==> src/hw/rtl/tew_pkg.sv <==
package tew_pkg;

  localparam logic [7:0] CH_NL   = 8'd10;
  localparam logic [7:0] CH_AMP  = 8'd38;
  localparam logic [7:0] CH_APOS = 8'd39;

  typedef struct packed {
    logic [7:0] text_char;
    logic       macro_line;
  } in_item_t;

  typedef struct packed {
    logic [7:0] out_char;
    logic       run_last;
    logic       truncated;
  } out_item_t;

  typedef enum logic [1:0] {
    CLS_SPECIAL = 2'd0,
    CLS_APOS    = 2'd1,
    CLS_DIGIT   = 2'd2,
    CLS_LETTER  = 2'd3
  } char_cls_t;

  typedef enum logic [2:0] {
    ST_COLLECT = 3'b001,
    ST_SEND    = 3'b010,
    ST_CLOSE   = 3'b100
  } state_t;

  function automatic char_cls_t char_class(input logic [7:0] ch);
    char_cls_t cls;
    if ((ch >= 8'd65 && ch <= 8'd90) || (ch >= 8'd97 && ch <= 8'd122)) begin
      cls = CLS_LETTER;
    end else if (ch >= 8'd48 && ch <= 8'd57) begin
      cls = CLS_DIGIT;
    end else if (ch == CH_APOS || ch == CH_AMP) begin
      cls = CLS_APOS;
    end else begin
      cls = CLS_SPECIAL;
    end
    return cls;
  endfunction

endpackage

==> src/hw/rtl/text_word_extractor.sv <==
// text word extractor: one character item in on src, word characters out on dst.
// src carries text_char and macro_line; an item is taken when src_valid is high
// and src_stall is low. dst carries out_char, run_last and truncated under the
// same valid/stall rule; run_last marks the newline that closes each sent word.
// while a word is collected src is not stalled and nothing new is emitted;
// characters go into the word buffer memory, one write per cycle.
// the special character that ends a qualifying word starts emission: the buffer
// is read back one entry per cycle while dst does not stall, through its
// registered read port and then the output register, so a word of n kept
// characters gives n+1 items; src stalls in send and close states. the output
// register lets the next character in while the last item still waits on dst.
// words that fail the letter rules are dropped without stalling src.
// a stall on dst freezes the output register and the buffer read position.
// reset clears all word state and the output valid flag; the buffer contents are
// never read before they are written, so no clearing pass is done.
module text_word_extractor #(
  parameter int MAX_WORD = 32
) (
  input  logic                clk,
  input  logic                rst,
  input  logic                src_valid,
  output logic                src_stall,
  input  tew_pkg::in_item_t   src_item,
  output logic                dst_valid,
  input  logic                dst_stall,
  output tew_pkg::out_item_t  dst_item
);

  import tew_pkg::*;

  localparam int LW = $clog2(MAX_WORD + 1);
  localparam int AW = $clog2(MAX_WORD);

  state_t         state;
  logic [LW-1:0]  word_length;
  logic [LW-1:0]  keep_len;
  logic [1:0]     letter_count;
  logic [1:0]     leading_letters;
  logic           in_word;
  logic           overflowed;
  logic           word_is_macro;
  logic [AW-1:0]  rd_idx;

  char_cls_t      cls;
  logic           src_accept;
  logic           is_letter;
  logic           word_start;
  logic           out_free;
  logic           qualify;
  logic           room;
  logic           last_char;
  logic [LW-1:0]  emit_len;

  logic           wr_en;
  logic [AW-1:0]  wr_addr;
  logic           rd_en;
  logic [AW-1:0]  rd_addr;
  logic [7:0]     rd_data;

  assign src_stall  = (state != ST_COLLECT);
  assign src_accept = src_valid && !src_stall;
  assign cls        = char_class(src_item.text_char);
  assign is_letter  = (cls == CLS_LETTER);
  assign word_start = (cls == CLS_LETTER) || (cls == CLS_DIGIT);
  assign out_free   = !dst_valid || !dst_stall;
  assign room       = (word_length < LW'(MAX_WORD));
  assign emit_len   = overflowed ? word_length : keep_len;
  assign last_char  = ((LW'(rd_idx) + LW'(1)) == emit_len);

  always_comb begin
    if (word_is_macro) begin
      qualify = (letter_count > 2'd2) && (leading_letters == 2'd2);
    end else begin
      qualify = (letter_count > 2'd1);
    end
  end

  // buffer port control
  always_comb begin
    wr_en   = 1'b0;
    wr_addr = '0;
    rd_en   = 1'b0;
    rd_addr = '0;
    if (state == ST_COLLECT && src_accept) begin
      if (!in_word) begin
        wr_en = word_start;
      end else if (cls != CLS_SPECIAL) begin
        wr_en   = room;
        wr_addr = word_length[AW-1:0];
      end else begin
        rd_en = qualify;
      end
    end else if (state == ST_SEND && out_free && !last_char) begin
      rd_en   = 1'b1;
      rd_addr = rd_idx + AW'(1);
    end
  end

  tew_mem #(
    .DEPTH (MAX_WORD)
  ) u_mem (
    .clk     (clk),
    .wr_en   (wr_en),
    .wr_addr (wr_addr),
    .wr_data (src_item.text_char),
    .rd_en   (rd_en),
    .rd_addr (rd_addr),
    .rd_data (rd_data)
  );

  always_ff @(posedge clk) begin
    if (rst) begin
      state           <= ST_COLLECT;
      word_length     <= '0;
      keep_len        <= '0;
      letter_count    <= '0;
      leading_letters <= '0;
      in_word         <= 1'b0;
      overflowed      <= 1'b0;
      word_is_macro   <= 1'b0;
      rd_idx          <= '0;
      dst_valid       <= 1'b0;
    end else begin
      if (out_free) begin
        dst_valid <= (state == ST_SEND) || (state == ST_CLOSE);
      end
      case (state)
        ST_COLLECT: begin
          if (src_accept) begin
            if (!in_word) begin
              if (word_start) begin
                word_length     <= LW'(1);
                keep_len        <= LW'(1);
                letter_count    <= is_letter ? 2'd1 : 2'd0;
                leading_letters <= is_letter ? 2'd1 : 2'd0;
                overflowed      <= 1'b0;
                word_is_macro   <= src_item.macro_line;
                in_word         <= 1'b1;
              end
            end else if (cls != CLS_SPECIAL) begin
              if (word_length == LW'(1) && leading_letters == 2'd1 && is_letter) begin
                leading_letters <= 2'd2;
              end
              if (is_letter && letter_count != 2'd3) begin
                letter_count <= letter_count + 2'd1;
              end
              if (room) begin
                word_length <= word_length + LW'(1);
                // trailing apostrophes and ampersands are left out of the kept length
                if (cls != CLS_APOS) begin
                  keep_len <= word_length + LW'(1);
                end
              end else begin
                overflowed <= 1'b1;
              end
            end else begin
              in_word <= 1'b0;
              if (qualify) begin
                rd_idx <= '0;
                state  <= ST_SEND;
              end
            end
          end
        end
        ST_SEND: begin
          if (out_free) begin
            dst_item  <= '{out_char: rd_data, run_last: 1'b0, truncated: overflowed};
            if (last_char) begin
              state <= ST_CLOSE;
            end else begin
              rd_idx <= rd_idx + AW'(1);
            end
          end
        end
        ST_CLOSE: begin
          if (out_free) begin
            dst_item  <= '{out_char: CH_NL, run_last: 1'b1, truncated: overflowed};
            state     <= ST_COLLECT;
          end
        end
        default: begin
          state <= ST_COLLECT;
        end
      endcase
    end
  end

  a_len_bound: assert property (@(posedge clk) disable iff (rst)
    word_length <= LW'(MAX_WORD) && keep_len <= word_length)
    else $error("word length beyond buffer");

  a_idx_bound: assert property (@(posedge clk) disable iff (rst)
    state == ST_SEND |-> LW'(rd_idx) < emit_len)
    else $error("buffer read past word end");

  a_close_nl: assert property (@(posedge clk) disable iff (rst)
    dst_valid && dst_item.run_last |-> dst_item.out_char == CH_NL)
    else $error("closing item is not a newline");

  a_close_after_send: assert property (@(posedge clk) disable iff (rst)
    state == ST_CLOSE |-> $past(state) == ST_SEND || $past(state) == ST_CLOSE)
    else $error("close entered without sending characters");

endmodule

==> src/hw/rtl/tew_mem.sv <==
module tew_mem #(
  parameter int DEPTH = 32
) (
  input  logic                     clk,
  input  logic                     wr_en,
  input  logic [$clog2(DEPTH)-1:0] wr_addr,
  input  logic [7:0]               wr_data,
  input  logic                     rd_en,
  input  logic [$clog2(DEPTH)-1:0] rd_addr,
  output logic [7:0]               rd_data
);

  logic [7:0] mem [DEPTH];

  always_ff @(posedge clk) begin
    if (wr_en) begin
      mem[wr_addr] <= wr_data;
    end
    if (rd_en) begin
      rd_data <= mem[rd_addr];
    end
  end

endmodule
==> config.mk <==
export PLATFORM = sky130hd
export DESIGN_NAME = text_word_extractor
export DESIGN_NICKNAME = d
export VERILOG_FILES = /design/src/hw/rtl/tew_pkg.sv /design/src/hw/rtl/text_word_extractor.sv /design/src/hw/rtl/tew_mem.sv
export SDC_FILE = /design/constraint.sdc
export NUM_CORES = 1
export LEC_CHECK = 0
export ABC_CLOCK_PERIOD_IN_PS = 4320
export BUFFER_PORTS_ARGS = -buffer_cell sky130_fd_sc_hd__buf_2
export CAP_MARGIN = 20
export CORE_ASPECT_RATIO = 0.6
export CORE_MARGIN = 1
export CORE_UTILIZATION = 40
export CTS_CLUSTER_DIAMETER = 120
export CTS_CLUSTER_SIZE = 24
export DETAILED_ROUTE_END_ITERATION = 7
export PLACE_DENSITY_LB_ADDON = 0.05
export SYNTH_ARGS = -nofsm -noshare
export SYNTH_HDL_FRONTEND = slang
export SYNTH_HIERARCHICAL = 1
export SYNTH_SLANG_ARGS = --single-unit
==> constraint.sdc <==
create_clock -name clk -period 4.32 [get_ports clk]
set_input_delay 0.432 -clock clk [delete_from_list [all_inputs] [get_ports clk]]
set_output_delay 0.432 -clock clk [all_outputs]
set_load 0.005 [all_outputs]
=== Word-level counts from Yosys, hierarchy flattened ===
Memory sizes are Yosys's and may differ from the RTL's. A register that Yosys moved wholly into a read port is not among the register bits.
Cells that the tools add are included.
W data, S select, Z words.

* Bits in latches: 0
* Output and inout port bits: 12
* Memories: 1
* Memory bits (writable): 256
* ROM bits: 0
* Bits in registers: 38

{| class="wikitable"
|+ Memories
! memory !! depth !! width !! read ports !! clocked after Yosys merged registers in !! write ports !! RTL line !! text
|-
| u_mem.mem || 32 || 8 || 1 || 1 || 1 || tew_mem.sv:13 || <nowiki>logic [7:0] mem [DEPTH];</nowiki>
|}

* Eq/ne operators: 28
* Divide/modulo/power cells: 0
* Mux-type cells: 60
* Shift operators: 0
* Bitwise logic cells: 2
* Order comparisons: 9
* Add/sub/neg operators: 4
* $mul: 0
* Reduce and logical (&&, ||, !) cells: 34

{| class="wikitable"
|+ Operators with widths
! kind !! count
|-
| $mux W5 || 11
|-
| $mux W6 || 9
|-
| $mux W3 || 7
|-
| $mux W10 || 2
|-
| $ne A2 B2 Y1 const B || 10
|-
| $pmux W10 S2 || 1
|-
| $reduce_and A5 Y1 || 4
|-
| $mux W1 || 19
|-
| $mux W2 || 9
|-
| $eq A8 B6 Y1 const B || 2
|-
| $ge A8 B7 Y1 const B || 2
|-
| $le A8 B7 Y1 const B || 2
|-
| $reduce_and A7 Y1 || 2
|-
| $ne A2 B1 Y1 const B || 6
|-
| $logic_and A1 B1 Y1 || 11
|-
| $pmux W5 S2 || 1
|-
| $pmux W3 S3 || 1
|-
| $ge A8 B6 Y1 const B || 1
|-
| $le A8 B6 Y1 const B || 1
|-
| $reduce_and A4 Y1 || 2
|-
| $reduce_bool A2 Y1 || 4
|-
| $add A5 B1 Y6 const B || 1
|-
| $add A6 B1 Y6 const B || 1
|-
| $eq A2 B2 Y1 const B || 3
|-
| other kinds (17) || 25
|}

=== Depth between registers and ports, before layout ===
* Depth after elaboration: 11
* Gate-level depth with buffers: 11
* Depth with buffers taken out: 9

=== By module ===
The synthesis kept the hierarchy.

{| class="wikitable"
|+ By module, submodules not included
! module !! sequential area each (um^2) !! instances !! cells an instance !! area each (um^2)
|-
| tew_mem || 7927.6 || 1 || 417 || 10133.5
|-
| text_word_extractor || 860.8 || 1 || 246 || 2175.8
|}

=== Worst setup path before layout ===
No wires, ideal clock.

* Kind: register to register
* From: reg overflowed
* To: reg u_mem.rd_data[0] (read register of u_mem.mem) (data pin)
* Slack: 576 ps
* Period minus slack after synthesis: 3744 ps
* Required time: 4060 ps
* Arrival: 3484 ps
* Cell stages (with the launch flop): 12
* Path through: dfxtp_1 > buf_2 > mux2_2 > o211a_1 > a2111oi_2 > o31ai_4 > nor2_1 > clkbuf_1 > clkbuf_1 > mux4_2 > mux4_2 > mux2_2

* Cells in the longest elaborated chain, start to end: 6
* Elaborated cells between the ends (all ways): 8
* Classes of those cells: 1 x eq/ne; 5 x mux; 2 x reduce/logical

{| class="wikitable"
|+ RTL lines
! element !! RTL line !! text
|-
| from (decl) || text_word_extractor.sv:40 || <nowiki>logic overflowed;</nowiki>
|-
| from (signal assigned) || text_word_extractor.sv:119 || <nowiki>overflowed <= 1'b0;</nowiki>
|-
| from (signal assigned) || text_word_extractor.sv:136 || <nowiki>overflowed <= 1'b0;</nowiki>
|-
| from (signal assigned) || text_word_extractor.sv:154 || <nowiki>overflowed <= 1'b1;</nowiki>
|-
| $mux W6 || text_word_extractor.sv:67 || <nowiki>assign emit_len = overflowed ? word_length : keep_len;</nowiki>
|-
| $eq A6 B6 Y1 || text_word_extractor.sv:68 || <nowiki>assign last_char = ((LW'(rd_idx) + LW'(1)) == emit_len);</nowiki>
|-
| $logic_not A1 Y1 || text_word_extractor.sv:93 || <nowiki>end else if (state == ST_SEND && out_free && !last_char) begin</nowiki>
|-
| $logic_and A1 B1 Y1 || text_word_extractor.sv:93 ||
|-
| $mux W5 || text_word_extractor.sv:93 ||
|-
| $mux W5 || text_word_extractor.sv:84 || <nowiki>if (state == ST_COLLECT && src_accept) begin</nowiki>
|-
| named net rd_addr[2] || text_word_extractor.sv:57 || <nowiki>logic [AW-1:0] rd_addr;</nowiki>
|-
| to (decl) || tew_mem.sv:10 || <nowiki>output logic [7:0] rd_data</nowiki>
|}

The timed path passes the listed nets, and every way through them passes these cells.
A chain may end at the register's enable or synchronous reset.

=== Final worst setup path ===
* From: reg rd_idx[0]
* To: reg u_mem.rd_data[7] (read register of u_mem.mem) (data pin)

* Cells in the longest elaborated chain, start to end: 6
* Elaborated cells between the ends (all ways): 9
* Classes of those cells: 2 x add/sub; 1 x eq/ne; 4 x mux; 2 x reduce/logical

{| class="wikitable"
|+ RTL lines
! element !! RTL line !! text
|-
| from (decl) || text_word_extractor.sv:42 || <nowiki>logic [AW-1:0] rd_idx;</nowiki>
|-
| from (signal assigned) || text_word_extractor.sv:171 || <nowiki>rd_idx <= rd_idx + AW'(1);</nowiki>
|-
| $add A5 B1 Y6 || text_word_extractor.sv:68 ||
|-
| $eq A6 B6 Y1 || text_word_extractor.sv:68 ||
|-
| $logic_not A1 Y1 || text_word_extractor.sv:93 ||
|-
| $logic_and A1 B1 Y1 || text_word_extractor.sv:93 ||
|-
| $mux W5 (*) || text_word_extractor.sv:93 ||
|-
| $mux W5 (*) || text_word_extractor.sv:84 ||
|-
| named net rd_addr[0] || text_word_extractor.sv:57 ||
|}

Mark *: on every way through the listed nets, which the timed path passes. The rest lies on a longest branch.

==> flow_summary.toml <==
[cells_and_area]
filler_cell_count = 2580
fin_nets = 758
diodes = 0
fin_cells = 1158
fin_area_sq_um = 13800
area.growth.synth_to_final_pct = 12.3
drive_gt1_share_pct = 28.1

[logic_synthesis]
synth_top_cell_area_share_pct = 66.8
synth_edf_count = 274
syn-instance-count = 663
yosysMostFrequentCell = "edfxtp_1"
yosysWarnings = 6
avgSynthCellArea_sq_um = 18.6
seq_area_frac_synth_pct = 71.4
async_flop_share_pct = 0
syn-cell-area_sq_um = 12300
ys.flop_type = "edfxtp_1"
syn_nets = 681
synth_top_cell_by_area = "edfxtp_1"
synth_commonest_cells = "edfxtp_1 (274), mux4_2 (80), nor2_1 (52), dfxtp_1 (28), a21oi_1 (22)"
synth-seq-cells = 302
ys_types = 54
netlist_top_cells_area = "edfxtp_1 (67%), mux4_2 (15%), dfxtp_1 (4.6%)"

[clocking]
cts_buffers = 16
root_buffer = "clkbuf_16"
cts_setup_buffers = 0
cts-resized-gates = 0
clock_latency_ps = 530
clk_pin_slew_worst_paths_ps = 100
ctsHoldBuffers = 0
cts_tree = "done"
htreeDepth = 1
clock_sinks = 302
cts_max_path_buffers = 3

[route]
highest_layer = "met4"
drc = 0
wl_met1_um = 17300
route.met3.wl_um = 2070
vias = 6586
ant_nets = 0
wirelength_um = 31900
routed_via_density = 5.69
wl_met2_um = 12200
wl_per_cell_um = 27.5
drtPass1Iterations = 5
drt_iter0_drc = 619

[floorplan]
num_rows = 49
dieHeight_um = 138
die_area_sq_um = 31500
die_w_um = 228
io_pins = 25
coreArea_sq_um = 30100
initial_core_util_pct = 40.9

[place]
placed_cells_incl_taps = 1130
gp_congestion = 0.771
dpl.hpwl_um = 22200
placed_area_sq_um = 13400
portBuffers = 24

[setup_path]
required_ps = 4590
worstPathCellList = "ha_1 -> a21oi_1 -> o211a_1 -> a2111oi_2 -> o31ai_4 -> nor2_4 -> buf_12 -> mux4_2 -> mux4_2 -> mux2_2"
cp_slowest_cell = "mux4_2"
cp.arrival_ps = 4380
cp-end-kind = "register"
r2r_slack_ps = 210
crit_path_start = "rd_idx[0]$_SDFFE_PP0P_"
crit_top_cell = "mux4_2"
cp.depth = 10
timing.rr.start = "rd_idx[0]$_SDFFE_PP0P_"
max_stage_delay_ps = 670
crit_family = "multiplexers"
crit_type = "reg2reg"
cp_num_buf_inv = 1
critPathMaxFanout = 28
reg2reg_to = "u_mem/rd_data[7]$_DFFE_PP_"
r2r_cells = 10
start_kind = "register"
endpoint = "u_mem/rd_data[7]$_DFFE_PP_"

[power_and_ir_drop]
leakage_uw = 0.00424
p_total_uw = 4980
peakVddDrop_mv = 0.210
power.density_nw_per_um2 = 360

[sta]
relSlewSlack_pct = 41.0
rsz0062_at_grt = "no"
clock.fmax_mhz = 244
tightestPinTransition_ps = 877
setup_viol = 0
period_needed_ps = 4110
period_share_pct = 95.0
finalHoldViolCount = 0
drv_slew = 0
tns_ps = 0
finalClockSkew_ps = 26.4

[outcome]
status = "finished, final reports clean"

[global_route]
grt_pass1_wl_um = 45800
grt_max_degree = 38
antenna_found_initial = 8
grt_overflow = 0
grt_pass1_vias = 6279
grt_use_total_pct = 20.8

[min_path]
hp-class = "in2reg"
min_from = "src_item[0]"

[run]
maxCapViolCount = 0
==> worst register-to-register path: cells and delay by family (launching register included) <==
kind | cells | cell delay (ps)
buf+inv | 1 | 260
mux | 3 | 1520
simple gates | 1 | 170
compound gates | 4 | 1040
fa+ha+maj | 1 | 320
flops | 1 | 540
==> sequential cells by signal, indices dropped and copies added, names as in the netlist, 2 cells and up <==
name	count
u_mem/mem	256
letter_count	2
rd_idx	5
keep_len	6
leading_letters	2
dst_item	10
word_length	6
u_mem/rd_data	8
state	3
==> kinds of logic after synthesis <==
family,synth area share [%]
compound gates,3.06
xor+xnor,1.04
fa+ha+maj,0.508
buf+inv,1.48
flops,71.4
mux,16.4
simple gates,6.16
==> placed cells by master, fill, tap and decap left out, types with 10 or more instances in the layout <==
master / instances
o21ai_0: 11
mux4_2: 80
a21oi_1: 22
mux2i_1: 11
nand2_1: 18
nor2_1: 49
buf_4: 62
nand3_1: 11
clkbuf_16: 17
clkbuf_1: 10
edfxtp_1: 274
dfxtp_1: 28
buf_2: 24
==> worst min-delay path by stage <==
stage / slack [ps] / cells past startpoint / to
3_3_place_gp: 460 / 2 / letter_count[1]$_SDFFE_PP0P_
4_1_cts: 120 / 3 / word_is_macro$_SDFFE_PP0P_
3_5_place_dp: 470 / 2 / keep_len[2]$_SDFFE_PP0P_
6_report: 130 / 3 / word_is_macro$_SDFFE_PP0P_
2_1_floorplan: 400 / 0 / dst_item[0]$_DFFE_PP_
5_1_grt: 140 / 3 / word_is_macro$_SDFFE_PP0P_
==> metrics by stage <==
stage                     setup slack [ps]  hold slack (ps)  util, %
final                                  214              134     45.9
after global routing                  51.3              139     45.9
after CTS                              220              120     45.9
after detailed placement               234              467     44.4
after global placement                 246              464     44.4
after floorplan                        576              403        -
==> per-layer routing <==
metal / vias up / track usage (%)
li1: 2813 / -
met1: 3553 / 36.2
met2: 200 / 26.4
met3: 20 / 3.72
met4: 0 / 2.61
met5: - / 0
==> final cells by class <==
| type | count | area (sq um) | share of cell area, % |
|---|---|---|---|
| Sequential cell | 302 | 8790 | 63.6 |
| Multi-Input combinational cell | 321 | 3360 | 24.3 |
| Timing Repair Buffer | 90 | 666 | 4.81 |
| Tap cell | 408 | 510 | 3.69 |
| Clock buffer | 27 | 463 | 3.35 |
| Inverter | 9 | 33.8 | 0.244 |
| Clock inverter | 1 | 11.3 | 0.0814 |
==> power breakdown <==
part | switching [uW] | total [uW] | leakage [uW] | internal, uW
Clock | 932 | 1680 | 0.000227 | 749
Combinational | 84.9 | 114 | 0.00132 | 28.9
Sequential | 3.36 | 3180 | 0.00269 | 3180
Note: power is estimated with default switching activity, not from simulation.
